**config.mk**
```make
export PLATFORM = sky130hd
export DESIGN_NAME = midi_track_event_parser_flat
export DESIGN_NICKNAME = d
export VERILOG_FILES = /design/src/design/mtep_pkg.sv /design/src/design/mtep_if.sv /design/src/design/mtep_result_stage.sv /design/src/design/midi_track_event_parser.sv /design/src/flat_wrapper.sv
export SDC_FILE = /design/constraint.sdc
export NUM_CORES = 1
export LEC_CHECK = 0
export ABC_CLOCK_PERIOD_IN_PS = 10360
export BUFFER_PORTS_ARGS = -buffer_cell sky130_fd_sc_hd__buf_2
export CAP_MARGIN = 5
export CORE_MARGIN = 2
export CORE_UTILIZATION = 36
export CTS_CLUSTER_SIZE = 40
export DETAILED_ROUTE_END_ITERATION = 10
export PLACE_DENSITY_LB_ADDON = 0.1
export SLEW_MARGIN = 20
export SYNTH_ARGS = -nofsm -noshare
export SYNTH_HDL_FRONTEND = slang
export SYNTH_SLANG_ARGS = --single-unit
```
**constraint.sdc**
```tcl
create_clock -name clk -period 10.36 [get_ports clk]
set_clock_uncertainty 0.2 [all_clocks]
set_input_delay 2.072 -clock clk [delete_from_list [all_inputs] [get_ports clk]]
set_output_delay 2.072 -clock clk [all_outputs]
set_load 0.02 [all_outputs]
```
**src/design/mtep_pkg.sv**
```systemverilog
// Types and constants shared by the MIDI track event parser.
`default_nettype none

package mtep_pkg;

  // Parser phase within one track event
  typedef enum logic [2:0] {
    PH_DELTA   = 3'd0,
    PH_STATUS  = 3'd1,
    PH_MTYPE   = 3'd2,
    PH_LEN     = 3'd3,
    PH_PAYLOAD = 3'd4,
    PH_DATA1   = 3'd5,
    PH_DATA2   = 3'd6,
    PH_SKIP    = 3'd7
  } phase_t;

  // Result kinds
  typedef enum logic [2:0] {
    KIND_CHAN    = 3'd0,
    KIND_SYSEX   = 3'd1,
    KIND_META    = 3'd2,
    KIND_PAYLOAD = 3'd3,
    KIND_END     = 3'd4
  } kind_t;

  // Status byte codes
  localparam logic [7:0] ST_SYSEX     = 8'hF0;
  localparam logic [7:0] ST_SYSEX_ESC = 8'hF7;
  localparam logic [7:0] ST_META      = 8'hFF;
  localparam logic [7:0] ST_NONE      = 8'h00;

  // Channel message codes that carry one data byte
  localparam logic [3:0] CODE_PROGRAM  = 4'hC;
  localparam logic [3:0] CODE_PRESSURE = 4'hD;

  // One result beat without its last flag
  typedef struct packed {
    kind_t       kind;
    logic [31:0] tick_time;
    logic [3:0]  msg_code;
    logic [3:0]  chan;
    logic [7:0]  param_one;
    logic [7:0]  param_two;
    logic [7:0]  status_or_type;
    logic [31:0] payload_length;
    logic [7:0]  payload_byte;
  } result_t;

  // What one accepted byte hands to the result stage
  typedef struct packed {
    logic        main_v;
    result_t     main;
    logic        end_v;
    logic [31:0] end_time;
  } push_t;

  function automatic logic one_data_byte(input logic [7:0] status);
    return (status[7:4] == CODE_PROGRAM) || (status[7:4] == CODE_PRESSURE);
  endfunction

endpackage

`default_nettype wire

```
**src/design/mtep_if.sv**
```systemverilog
// Channel interfaces for track bytes in and parsed results out.
`default_nettype none

interface mtep_in_if;
  logic       valid;
  logic       ready;
  logic [7:0] track_byte;
  logic       end_of_track;

  modport source (output valid, output track_byte, output end_of_track, input ready);
  modport sink (input valid, input track_byte, input end_of_track, output ready);
endinterface

interface mtep_out_if;
  logic            valid;
  logic            ready;
  mtep_pkg::kind_t kind;
  logic [31:0]     tick_time;
  logic [3:0]      msg_code;
  logic [3:0]      chan;
  logic [7:0]      param_one;
  logic [7:0]      param_two;
  logic [7:0]      status_or_type;
  logic [31:0]     payload_length;
  logic [7:0]      payload_byte;
  logic            last_of_run;

  modport source (
    output valid, output kind, output tick_time, output msg_code, output chan,
    output param_one, output param_two, output status_or_type,
    output payload_length, output payload_byte, output last_of_run,
    input ready
  );
  modport sink (
    input valid, input kind, input tick_time, input msg_code, input chan,
    input param_one, input param_two, input status_or_type,
    input payload_length, input payload_byte, input last_of_run,
    output ready
  );
endinterface

`default_nettype wire

```
**src/design/mtep_result_stage.sv**
```systemverilog
// Two-entry result holding stage: one event result plus an optional end result.
`default_nettype none

module mtep_result_stage (
  input  wire                  clk,
  input  wire                  rst_n,
  input  wire                  push_en,
  input  mtep_pkg::push_t      push,
  output logic                 push_ready,
  mtep_out_if.source           out_if
);
  import mtep_pkg::*;

  logic        main_v_r, main_v_nxt;
  result_t     main_r;
  logic        end_v_r, end_v_nxt;
  logic [31:0] end_time_r;
  logic        pop;

  assign pop = out_if.valid && out_if.ready;

  // Room for a new byte once everything held is gone after this cycle
  assign push_ready = (!main_v_r && !end_v_r) || (pop && !(main_v_r && end_v_r));

  // Valid bits: pop the event result first, then the end result
  always_comb begin
    main_v_nxt = main_v_r;
    end_v_nxt  = end_v_r;
    if (pop) begin
      if (main_v_r) begin
        main_v_nxt = 1'b0;
      end else begin
        end_v_nxt = 1'b0;
      end
    end
    if (push_en) begin
      main_v_nxt = push.main_v;
      end_v_nxt  = push.end_v;
    end
  end

  always_ff @(posedge clk) begin
    if (!rst_n) begin
      main_v_r <= 1'b0;
      end_v_r  <= 1'b0;
    end else begin
      main_v_r <= main_v_nxt;
      end_v_r  <= end_v_nxt;
    end
  end

  // Payload registers
  always_ff @(posedge clk) begin
    if (push_en) begin
      main_r     <= push.main;
      end_time_r <= push.end_time;
    end
  end

  // Output mux
  always_comb begin
    out_if.valid          = main_v_r || end_v_r;
    out_if.kind           = main_r.kind;
    out_if.tick_time      = main_r.tick_time;
    out_if.msg_code       = main_r.msg_code;
    out_if.chan           = main_r.chan;
    out_if.param_one      = main_r.param_one;
    out_if.param_two      = main_r.param_two;
    out_if.status_or_type = main_r.status_or_type;
    out_if.payload_length = main_r.payload_length;
    out_if.payload_byte   = main_r.payload_byte;
    out_if.last_of_run    = !end_v_r;
    if (!main_v_r) begin
      out_if.kind           = KIND_END;
      out_if.tick_time      = end_time_r;
      out_if.msg_code       = '0;
      out_if.chan           = '0;
      out_if.param_one      = '0;
      out_if.param_two      = '0;
      out_if.status_or_type = '0;
      out_if.payload_length = '0;
      out_if.payload_byte   = '0;
      out_if.last_of_run    = 1'b1;
    end
  end

  // A pushed result shows up on the next cycle
  a_push_shows: assert property (@(posedge clk) disable iff (!rst_n)
    push_en && (push.main_v || push.end_v) |=> out_if.valid)
    else $error("pushed result not presented");

  // A stalled event result is kept
  a_main_held: assert property (@(posedge clk) disable iff (!rst_n)
    main_v_r && !pop |=> main_v_r)
    else $error("stalled result dropped");

  // Event result leaves before the end result
  a_end_order: assert property (@(posedge clk) disable iff (!rst_n)
    pop && main_v_r && end_v_r && !push_en |=> !main_v_r && end_v_r)
    else $error("end result out of order");

endmodule

`default_nettype wire

```
**src/design/midi_track_event_parser.sv**
```systemverilog
// Top level of the MIDI track chunk event parser.
//
//  channel  dir  payload                                   handshake
//  in_if    in   track_byte, end_of_track                  valid/ready
//  out_if   out  kind, tick_time, msg_code, chan, params,  valid/ready
//                status_or_type, payload_length,
//                payload_byte, last_of_run
//
// One byte is accepted per cycle while the result stage has room; its results
// are registered and presented on the next cycle. A byte yields at most two
// results (event plus end); when two are pending the input waits while they drain.
// rst_n is synchronous, active low, and returns the parser to the delta phase.
// Output stalls hold the result stage; input ready follows it combinationally.
`default_nettype none

module midi_track_event_parser #(
  parameter int TIME_BITS = 32
) (
  input  wire         clk,
  input  wire         rst_n,
  mtep_in_if.sink     in_if,
  mtep_out_if.source  out_if
);
  import mtep_pkg::*;

  phase_t                 phase_r, phase_nxt;
  logic [7:0]             run_status_r, run_status_nxt;
  logic [31:0]            vlq_r, vlq_nxt;
  logic [TIME_BITS-1:0]   ticks_r, ticks_nxt, ticks_upd;
  logic [31:0]            remain_r, remain_nxt;
  logic [7:0]             held_status_r, held_status_nxt;
  logic [7:0]             held_data_r, held_data_nxt;
  logic                   is_meta_r, is_meta_nxt;

  logic                   in_fire;
  logic                   stage_ready;
  push_t                  push;
  logic [7:0]             b;
  logic [31:0]            acc_shift;
  logic [31:0]            remain_dec;
  logic [TIME_BITS-1:0]   acc_ext;
  logic [TIME_BITS-1:0]   tick_sum;
  logic [31:0]            ticks_cur32;
  logic [31:0]            ticks_upd32;

  assign b          = in_if.track_byte;
  assign in_if.ready = stage_ready;
  assign in_fire    = in_if.valid && stage_ready;

  // VLQ step: shift in seven bits
  assign acc_shift  = {vlq_r[24:0], b[6:0]};
  assign remain_dec = remain_r - 32'd1;
  assign tick_sum   = ticks_r + acc_ext;

  // Width adaptation between the tick counter and 32-bit values
  generate
    if (TIME_BITS > 32) begin : g_wide
      assign acc_ext     = {{(TIME_BITS-32){1'b0}}, acc_shift};
      assign ticks_cur32 = ticks_r[31:0];
      assign ticks_upd32 = ticks_upd[31:0];
    end else if (TIME_BITS == 32) begin : g_equal
      assign acc_ext     = acc_shift;
      assign ticks_cur32 = ticks_r;
      assign ticks_upd32 = ticks_upd;
    end else begin : g_narrow
      assign acc_ext     = acc_shift[TIME_BITS-1:0];
      assign ticks_cur32 = {{(32-TIME_BITS){1'b0}}, ticks_r};
      assign ticks_upd32 = {{(32-TIME_BITS){1'b0}}, ticks_upd};
    end
  endgenerate

  // Next state and results for one byte
  always_comb begin
    phase_nxt       = phase_r;
    run_status_nxt  = run_status_r;
    vlq_nxt         = vlq_r;
    ticks_upd       = ticks_r;
    remain_nxt      = remain_r;
    held_status_nxt = held_status_r;
    held_data_nxt   = held_data_r;
    is_meta_nxt     = is_meta_r;

    push                = '0;
    push.main.kind      = KIND_CHAN;
    push.main.tick_time = ticks_cur32;

    unique case (phase_r)
      PH_DELTA: begin
        vlq_nxt = acc_shift;
        if (!b[7]) begin
          ticks_upd = tick_sum;
          vlq_nxt   = '0;
          phase_nxt = PH_STATUS;
        end
      end
      PH_STATUS: begin
        if (b == ST_SYSEX || b == ST_SYSEX_ESC) begin
          held_status_nxt = b;
          is_meta_nxt     = 1'b0;
          vlq_nxt         = '0;
          phase_nxt       = PH_LEN;
        end else if (b == ST_META) begin
          phase_nxt = PH_MTYPE;
        end else if (b >= ST_SYSEX) begin
          // other system status: swallow one byte
          run_status_nxt = ST_NONE;
          phase_nxt      = PH_SKIP;
        end else if (b[7]) begin
          run_status_nxt  = b;
          held_status_nxt = b;
          phase_nxt       = PH_DATA1;
        end else if (run_status_r == ST_NONE) begin
          phase_nxt = PH_DELTA;
        end else if (one_data_byte(run_status_r)) begin
          push.main_v         = 1'b1;
          push.main.msg_code  = run_status_r[7:4];
          push.main.chan      = run_status_r[3:0];
          push.main.param_one = b;
          phase_nxt           = PH_DELTA;
        end else begin
          held_status_nxt = run_status_r;
          held_data_nxt   = b;
          phase_nxt       = PH_DATA2;
        end
      end
      PH_MTYPE: begin
        held_status_nxt = b;
        is_meta_nxt     = 1'b1;
        vlq_nxt         = '0;
        phase_nxt       = PH_LEN;
      end
      PH_LEN: begin
        vlq_nxt = acc_shift;
        if (!b[7]) begin
          push.main_v              = 1'b1;
          push.main.kind           = is_meta_r ? KIND_META : KIND_SYSEX;
          push.main.status_or_type = held_status_r;
          push.main.payload_length = acc_shift;
          remain_nxt               = acc_shift;
          vlq_nxt                  = '0;
          phase_nxt                = (acc_shift == 32'd0) ? PH_DELTA : PH_PAYLOAD;
        end
      end
      PH_PAYLOAD: begin
        push.main_v            = 1'b1;
        push.main.kind         = KIND_PAYLOAD;
        push.main.payload_byte = b;
        remain_nxt             = remain_dec;
        if (remain_dec == 32'd0) begin
          phase_nxt = PH_DELTA;
        end
      end
      PH_DATA1: begin
        if (one_data_byte(held_status_r)) begin
          push.main_v         = 1'b1;
          push.main.msg_code  = held_status_r[7:4];
          push.main.chan      = held_status_r[3:0];
          push.main.param_one = b;
          phase_nxt           = PH_DELTA;
        end else begin
          held_data_nxt = b;
          phase_nxt     = PH_DATA2;
        end
      end
      PH_DATA2: begin
        push.main_v         = 1'b1;
        push.main.msg_code  = held_status_r[7:4];
        push.main.chan      = held_status_r[3:0];
        push.main.param_one = held_data_r;
        push.main.param_two = b;
        phase_nxt           = PH_DELTA;
      end
      PH_SKIP: begin
        phase_nxt = PH_DELTA;
      end
    endcase

    ticks_nxt     = ticks_upd;
    push.end_time = ticks_upd32;

    // End mark: emit the total time and start a fresh chunk
    if (in_if.end_of_track) begin
      push.end_v      = 1'b1;
      phase_nxt       = PH_DELTA;
      run_status_nxt  = ST_NONE;
      vlq_nxt         = '0;
      ticks_nxt       = '0;
      remain_nxt      = '0;
      held_status_nxt = ST_NONE;
      held_data_nxt   = '0;
      is_meta_nxt     = 1'b0;
    end
  end

  // Parser state registers
  always_ff @(posedge clk) begin
    if (!rst_n) begin
      phase_r       <= PH_DELTA;
      run_status_r  <= ST_NONE;
      vlq_r         <= '0;
      ticks_r       <= '0;
      remain_r      <= '0;
      held_status_r <= ST_NONE;
      held_data_r   <= '0;
      is_meta_r     <= 1'b0;
    end else if (in_fire) begin
      phase_r       <= phase_nxt;
      run_status_r  <= run_status_nxt;
      vlq_r         <= vlq_nxt;
      ticks_r       <= ticks_nxt;
      remain_r      <= remain_nxt;
      held_status_r <= held_status_nxt;
      held_data_r   <= held_data_nxt;
      is_meta_r     <= is_meta_nxt;
    end
  end

  mtep_result_stage u_result_stage (
    .clk        (clk),
    .rst_n      (rst_n),
    .push_en    (in_fire),
    .push       (push),
    .push_ready (stage_ready),
    .out_if     (out_if)
  );

  // End of chunk returns the parser to its reset state
  a_end_resets: assert property (@(posedge clk) disable iff (!rst_n)
    in_fire && in_if.end_of_track
      |=> phase_r == PH_DELTA && run_status_r == ST_NONE && ticks_r == '0)
    else $error("state not cleared after end of chunk");

  // Payload phase always has bytes left to count
  a_payload_left: assert property (@(posedge clk) disable iff (!rst_n)
    phase_r == PH_PAYLOAD |-> remain_r != 32'd0)
    else $error("payload phase with nothing remaining");

  // Accumulator is clear whenever a status byte is expected
  a_vlq_clear: assert property (@(posedge clk) disable iff (!rst_n)
    phase_r == PH_STATUS |-> vlq_r == 32'd0)
    else $error("stale VLQ accumulator");

endmodule

`default_nettype wire
```
**src/flat_wrapper.sv**
```systemverilog
// flat-port wrapper written by rule: the top's interface ports become plain ports
module midi_track_event_parser_flat import mtep_pkg::*;
#(
  parameter int TIME_BITS = 32
)
  (clk, rst_n, in_if_valid, in_if_track_byte, in_if_end_of_track, in_if_ready, out_if_valid, out_if_kind, out_if_tick_time, out_if_msg_code, out_if_chan, out_if_param_one, out_if_param_two, out_if_status_or_type, out_if_payload_length, out_if_payload_byte, out_if_last_of_run, out_if_ready);
  mtep_in_if in_if_i ();
  mtep_out_if out_if_i ();
  input  wire clk;
  input  wire rst_n;
  input wire logic [$bits(in_if_i.valid)-1:0] in_if_valid;
  input wire logic [$bits(in_if_i.track_byte)-1:0] in_if_track_byte;
  input wire logic [$bits(in_if_i.end_of_track)-1:0] in_if_end_of_track;
  output wire logic [$bits(in_if_i.ready)-1:0] in_if_ready;
  output wire logic [$bits(out_if_i.valid)-1:0] out_if_valid;
  output wire logic [$bits(out_if_i.kind)-1:0] out_if_kind;
  output wire logic [$bits(out_if_i.tick_time)-1:0] out_if_tick_time;
  output wire logic [$bits(out_if_i.msg_code)-1:0] out_if_msg_code;
  output wire logic [$bits(out_if_i.chan)-1:0] out_if_chan;
  output wire logic [$bits(out_if_i.param_one)-1:0] out_if_param_one;
  output wire logic [$bits(out_if_i.param_two)-1:0] out_if_param_two;
  output wire logic [$bits(out_if_i.status_or_type)-1:0] out_if_status_or_type;
  output wire logic [$bits(out_if_i.payload_length)-1:0] out_if_payload_length;
  output wire logic [$bits(out_if_i.payload_byte)-1:0] out_if_payload_byte;
  output wire logic [$bits(out_if_i.last_of_run)-1:0] out_if_last_of_run;
  input wire logic [$bits(out_if_i.ready)-1:0] out_if_ready;
  assign in_if_i.valid = in_if_valid;
  assign in_if_i.track_byte = in_if_track_byte;
  assign in_if_i.end_of_track = in_if_end_of_track;
  assign in_if_ready = in_if_i.ready;
  assign out_if_valid = out_if_i.valid;
  assign out_if_kind = out_if_i.kind;
  assign out_if_tick_time = out_if_i.tick_time;
  assign out_if_msg_code = out_if_i.msg_code;
  assign out_if_chan = out_if_i.chan;
  assign out_if_param_one = out_if_i.param_one;
  assign out_if_param_two = out_if_i.param_two;
  assign out_if_status_or_type = out_if_i.status_or_type;
  assign out_if_payload_length = out_if_i.payload_length;
  assign out_if_payload_byte = out_if_i.payload_byte;
  assign out_if_last_of_run = out_if_i.last_of_run;
  assign out_if_i.ready = out_if_ready;
  midi_track_event_parser #(.TIME_BITS(TIME_BITS)) u_core (.clk(clk), .rst_n(rst_n), .in_if(in_if_i), .out_if(out_if_i));
endmodule
```
# Word level (Yosys, flattened, before mapping)
# Cells that the tools add are included.
dict set report classes {
  n_addsub 2
  magnitude_cmp 1
  eq_ne 32
  n_mux 84
  n_bitwise 1
  n_reduce_logical 36
}
# cell count
set op_table {}
lappend op_table {{$mux W32} 7}
lappend op_table {{$mux W8} 25}
lappend op_table {{$mux W16} 7}
lappend op_table {{$mux W25} 3}
lappend op_table {{$pmux W25 S3} 1}
lappend op_table {{$logic_not A32 Y1} 2}
lappend op_table {{$pmux W32 S2} 1}
lappend op_table {{$pmux W16 S3} 1}
lappend op_table {{$mux W3} 13}
lappend op_table {{$add A32 B32 Y32} 1}
lappend op_table {{$pmux W8 S2} 2}
lappend op_table {{$sub A32 B1 Y32 const B} 1}
lappend op_table {{$ne A3 B3 Y1 const B} 9}
lappend op_table {{$eq A8 B8 Y1 const B} 3}
lappend op_table {{$pmux W3 S7} 1}
lappend op_table {{$eq A4 B4 Y1 const B} 4}
lappend op_table {{$mux W1} 16}
lappend op_table {{$eq A3 B3 Y1 const B} 4}
lappend op_table {{$mux W4} 3}
lappend op_table {{$reduce_bool A3 Y1} 4}
lappend op_table {{$ne A5 B4 Y1 const B} 2}
lappend op_table {{$reduce_and A3 Y1} 3}
lappend op_table {{$reduce_and A9 Y1} 1}
lappend op_table {{$ge A8 B8 Y1 const B} 1}
lappend op_table {{23 further kinds} 41}
dict set report word_totals {
  regBits 258
  input_bits 13
  wordCells 176
}

# Depth between registers and ports, before layout
dict set report logic_depth {
  ltp_word 10
  ltp_mapped 11
}

# By module
# Synthesis repeated with hierarchy kept, for this count alone.
dict set report unflattened {
  hier_cells 1440
  hier_area_um2 14118.5
}
# mod n_inst cells_each area_per_inst_um2 seq_area_each_um2
set modules_own_cells {}
lappend modules_own_cells {midi_track_event_parser 1 1169 8843.5 2342.2}
lappend modules_own_cells {mtep_result_stage 1 271 5275.1 4214.0}

# Worst setup path before layout
# No wires, ideal clock.
dict set report synth_path {
  path_kind {in2reg}
  startpoint {input port out_if_ready}
  endpoint {register u_core.run_status_r[0]}
  t_arrival_ns 8.288
  required_ns 10.032
  path_slack_ns 1.745
  stages 8
  path_buffers 1
  cell_sequence {nand2b_1 -> a21oi_1 -> nand2_1 -> inv_1 -> buf_1 -> o21ai_1 -> a22oi_1 -> nor2_1}
}
dict set report synth_between {
  elab_chain_len 5
}
# item line
set synth_rtl {}
lappend synth_rtl {{from (decl)} flat_wrapper.sv:26} ;# input wire logic [$bits(out_if_i.ready)-1:0] out_if_ready;
lappend synth_rtl {{$logic_and A1 B1 Y1} mtep_result_stage.sv:20} ;# assign pop = out_if.valid && out_if.ready;
lappend synth_rtl {{$logic_and A1 B1 Y1} mtep_result_stage.sv:23} ;# assign push_ready = (!main_v_r && !end_v_r) || (pop && !(main_v_r && end_v_r));
lappend synth_rtl {{$logic_or A1 B1 Y1} mtep_result_stage.sv:23}
lappend synth_rtl {{via in_if_ready} flat_wrapper.sv:14} ;# output wire logic [$bits(in_if_i.ready)-1:0] in_if_ready;
lappend synth_rtl {{$logic_and A1 B1 Y1} midi_track_event_parser.sv:48} ;# assign in_fire = in_if.valid && stage_ready;
lappend synth_rtl {{via u_core.in_fire} midi_track_event_parser.sv:35} ;# logic in_fire;
lappend synth_rtl {{$reduce_and A5 Y1 (no line)} --}
lappend synth_rtl {{to (signal assigned)} midi_track_event_parser.sv:208} ;# run_status_r <= run_status_nxt;
lappend synth_rtl {{to (decl)} midi_track_event_parser.sv:27} ;# logic [7:0] run_status_r, run_status_nxt;
# The timed path passes the listed nets, and every way through them passes these cells.
# A chain may end at the register's enable or synchronous reset.

# Final worst setup path
dict set report layout_path {
  startpoint {input port out_if_ready}
  endpoint {output port in_if_ready}
}
dict set report layout_between {
  elab_chain_len 3
}
# item line
set layout_rtl {}
lappend layout_rtl {{$logic_and A1 B1 Y1} mtep_result_stage.sv:20}
lappend layout_rtl {{$logic_and A1 B1 Y1} mtep_result_stage.sv:23}
lappend layout_rtl {{$logic_or A1 B1 Y1} mtep_result_stage.sv:23}
lappend layout_rtl {{to (decl)} flat_wrapper.sv:14}
# No other way between the ends.

==> results by group <==
Status
  – Status: completed

Synth
  – Yosys top cell area share: 31.0%
  – Distinct cells, synth: 77
  – EDFF count, synth: 138
  – Ys flop type: edfxtp_1
  – Largest area contributor in the netlist: edfxtp_1
  – Post-synthesis sequential area ratio: 48.9%
  – Avg Inst Size Synth: 9.45 um^2
  – Async SR Flop Fraction: 0%
  – Cells after synthesis: 1412
  – Synth Warn #: 0
  – Post-synthesis cell area: 13400 um^2
  – Synth Register Bits: 257
  – Area contributors post-synth: edfxtp_1 (31%), dfxtp_1 (18%), and2_1 (5.5%)
  – Post-Synthesis Net Count: 1459

Timing
  – Final setup vio count: 0
  – Fmax: 205 MHz
  – Fin crit share: 47.1%
  – Slew headroom: 28.3%
  – Final Hold Fails: 0
  – RSZ-0062 raised after global routing: false
  – Final hold slack: 0.258 ns
  – Max Slew Vio Count: 0
  – Min cycle time layout: 4.88 ns
  – Tightest Pin Transition: 1.07 ns
  – TNS Setup: 0 ns

Placement
  – Routability Congestion: 0.847
  – HPWL Detailed: 25.1 mm
  – Dpl cells: 1928
  – PortBufs: 122

Power and ir drop
  – Sequential power share: 48.0%
  – Internal power: 1.77 mW
  – Overall power: 2.32 mW
  – PwrDens: 151 nW/um^2
  – Switching power: 548 uW
  – Clock Power Share: 45.1%
  – P_leak: 6.10 nW
  – Switching Share: 23.6%
  – Max VDD drop: 0.0000948 V
  – Comb pwr share: 6.9%

GRT
  – Initial antenna violation count: 0
  – Gr usage total: 19.8%
  – Largest net degree at the start of global routing: 91
  – GRT overflow: 0
  – First-pass GRT wire length: 60.8 mm
  – Vias in the first global route: 10445

Min path
  – Min-Delay Endpoint: u_core.held_data_r[1]$_SDFFE_PN0P_
  – Hold path start: u_core.held_data_r[1]$_SDFFE_PN0P_
  – Min-Delay Path Class: flop to flop
  – Hold Path Cell Cnt: 2

CTS
  – Root buffer cell: clkbuf_16
  – Post-CTS setup buffer count: 0
  – Clock buffer depth: 3
  – CTS tree: done
  – Clock slew at reported path FFs: 0.06 ns
  – CTS Buf Count: 29
  – Skew-Pair Late Insertion Delay: 0.55 ns
  – Clock sink count: 257
  – Post-CTS sizing: 0
  – H-tree depth: 1
  – Post-CTS Hold Buffers: 0

Floorplan
  – Initial core utilization: 36.6%
  – Rows: 70
  – Die W: 197 um
  – Die Y: 197 um
  – Top-Level Pins: 123
  – Core Box Area: 36500 um^2
  – Die footprint: 38600 um^2

Drt
  – Total Routed Length: 38.7 mm
  – Initial DRC Count: 771
  – Vias post-DR: 10840
  – Vias per cell: 5.47
  – ANT nets after route: 0
  – Drt pass-1 iters: 5
  – DR DRC count: 0
  – Drt wl/cell: 19.5 um

Finish
  – Final nets: 1538
  – Fillers: 3564
  – P&R area growth vs syn: 14.8%
  – Register Area: 6530 um^2
  – Area of the multi-input gates: 6440 um^2
  – Non-Filler Instances: 1983
  – Final Util: 42.0%
  – Share of cells above drive strength 1: 16.6%

Worst setup path
  – Setup crit end kind: output pin
  – Worst reg-to-reg path cell count: 10
  – Type of origin of the critical path: primary input
  – Worst path required time: 8.09 ns
  – Worst reg2reg startpoint: u_core.remain_r[0]$_SDFFE_PN0P_
  – Critical path arrival: 2.61 ns
  – Worst R2R End: u_core.phase_r[0]$_SDFFE_PN0P_
  – Worst-path maximum fanout: 3
  – WS Path Type: primary input to output pin
  – CP Launch Point: out_if_ready
  – R2R Setup Slk: 6.67 ns

Flow run
  – Maxcap violations: 0
-- sequential cells by signal, summed over array words and instances (netlist names) --
signal                            count
u_core.held_status_r                  8
u_core.u_result_stage.end_v_r         1
u_core.run_status_r                   8
u_core.is_meta_r                      1
u_core.held_data_r                    8
u_core.u_result_stage.end_time_r     32
u_core.u_result_stage.main_r        106
u_core.ticks_cur32                   32
u_core.u_result_stage.main_v_r        1
u_core.vlq_r                         25
u_core.remain_r                      32
u_core.phase_r                        3
-- cell families (layout without fill, tap and decap cells) --
kind of cell,count (synthesis),count (layout),share of synthesized area [%]
AND/OR/NAND/NOR,605,605,22.8
XOR/XNOR,40,40,2.68
AO/OA/AOI/OAI,330,330,15.7
multiplexers,42,42,3.47
flip-flops,257,257,48.9
adder cells (fa/ha/maj),34,34,3.24
other,0,1,0
buffers and inverters,104,206,3.15
-- critical path, stage by stage --
cell	delay (ns)
buf_2	0.11
nor2b_1	0.19
a21oi_1	0.08
buf_2	0.16
-- how the worst max path moves through the flow --
stage	cells after the start	to
2_1_floorplan	8	u_core.run_status_r[0]$_SDFFE_PN0P_
3_3_place_gp	11	u_core.ticks_cur32[31]$_SDFFE_PN0P_
3_5_place_dp	11	u_core.ticks_cur32[31]$_SDFFE_PN0P_
4_1_cts	4	in_if_ready
5_1_grt	11	u_core.ticks_cur32[31]$_SDFFE_PN0P_
6_report	4	in_if_ready
-- cell usage after synthesis (all sizes together) (3+ instances only) --
| cell | number |
|---|---|
| nor4 | 20 |
| nand4b | 7 |
| a22o | 12 |
| nand2 | 159 |
| or4 | 6 |
| a32o | 5 |
| nor2 | 143 |
| o211ai | 7 |
| nand4 | 11 |
| mux2 | 34 |
| a211oi | 14 |
| o21a | 5 |
| buf | 17 |
| edfxtp | 138 |
| nor3 | 32 |
| a31o | 3 |
| and2 | 118 |
| xor2 | 16 |
| a21boi | 4 |
| nand3b | 4 |
| and3 | 25 |
| a21o | 14 |
| or3 | 9 |
| ha | 33 |
| o31ai | 10 |
| mux2i | 8 |
| o21bai | 4 |
| a22oi | 45 |
| dfxtp | 119 |
| a2111oi | 3 |
| nand2b | 9 |
| clkbuf | 76 |
| nor2b | 9 |
| xnor2 | 24 |
| a31oi | 6 |
| inv | 10 |
| a21oi | 114 |
| nand3 | 42 |
| o21ai | 71 |
-- cells in the final DEF (no fill, tap or decap), drive strengths merged, types with 10 or more instances in the layout --
master and count:
nor4 20, mux2 34, o21ai 71, edfxtp 138
inv 11, and2 118, xnor2 24, nor3 32
xor2 16, a22oi 45, nor2 143, buf 141
dfxtp 119, o31ai 10, a22o 12, nand4 11
a211oi 14, a21oi 114, nand2 159, ha 33
a21o 14, nand3 42, and3 25, clkbuf 41
-- through the flow --
stage | setup WS, ns | instance area [um^2]
3_3_place_gp | 5.14 | 14300
6_report | 5.48 | 15300
4_1_cts | 5.47 | 15300
2_1_floorplan | 1.74 | 13400
5_1_grt | 5.31 | 15300
3_5_place_dp | 5.07 | 14400
-- power by group through the flow --
| stage | Sequential [mW] | Combinational (mW) | Clock [mW] |
|---|---|---|---|
| 2_1_floorplan | 1.13 | 0.108 | 0 |
| 3_3_place_gp | 1.13 | 0.160 | 0 |
| 3_5_place_dp | 1.13 | 0.160 | 0 |
| 4_1_cts | 1.11 | 0.160 | 1.07 |
| 5_1_grt | 1.12 | 0.175 | 1.11 |
| 6_report | 1.11 | 0.159 | 1.05 |
-- per-layer routing --
metal / part of all wire, % / global-route usage, % / wire [um]
met2: 45 / 31.6 / 17500
met4: 1.6 / 4.40 / 625
met5: 0 / 0 / 0
met1: 49 / 29.1 / 18900
met3: 4.4 / 2.09 / 1700
-- cell type report --
type	instances	share of cell area, %
clock inverters	13	0.955
flip-flops and latches	257	42.6
multi-input cells	1051	42.0
clock buffers	41	5.36
diodes	1	0.0163
repair buffers	141	4.91
well taps	468	3.82
inverters	11	0.310
Power figures use the tool's default switching activity.
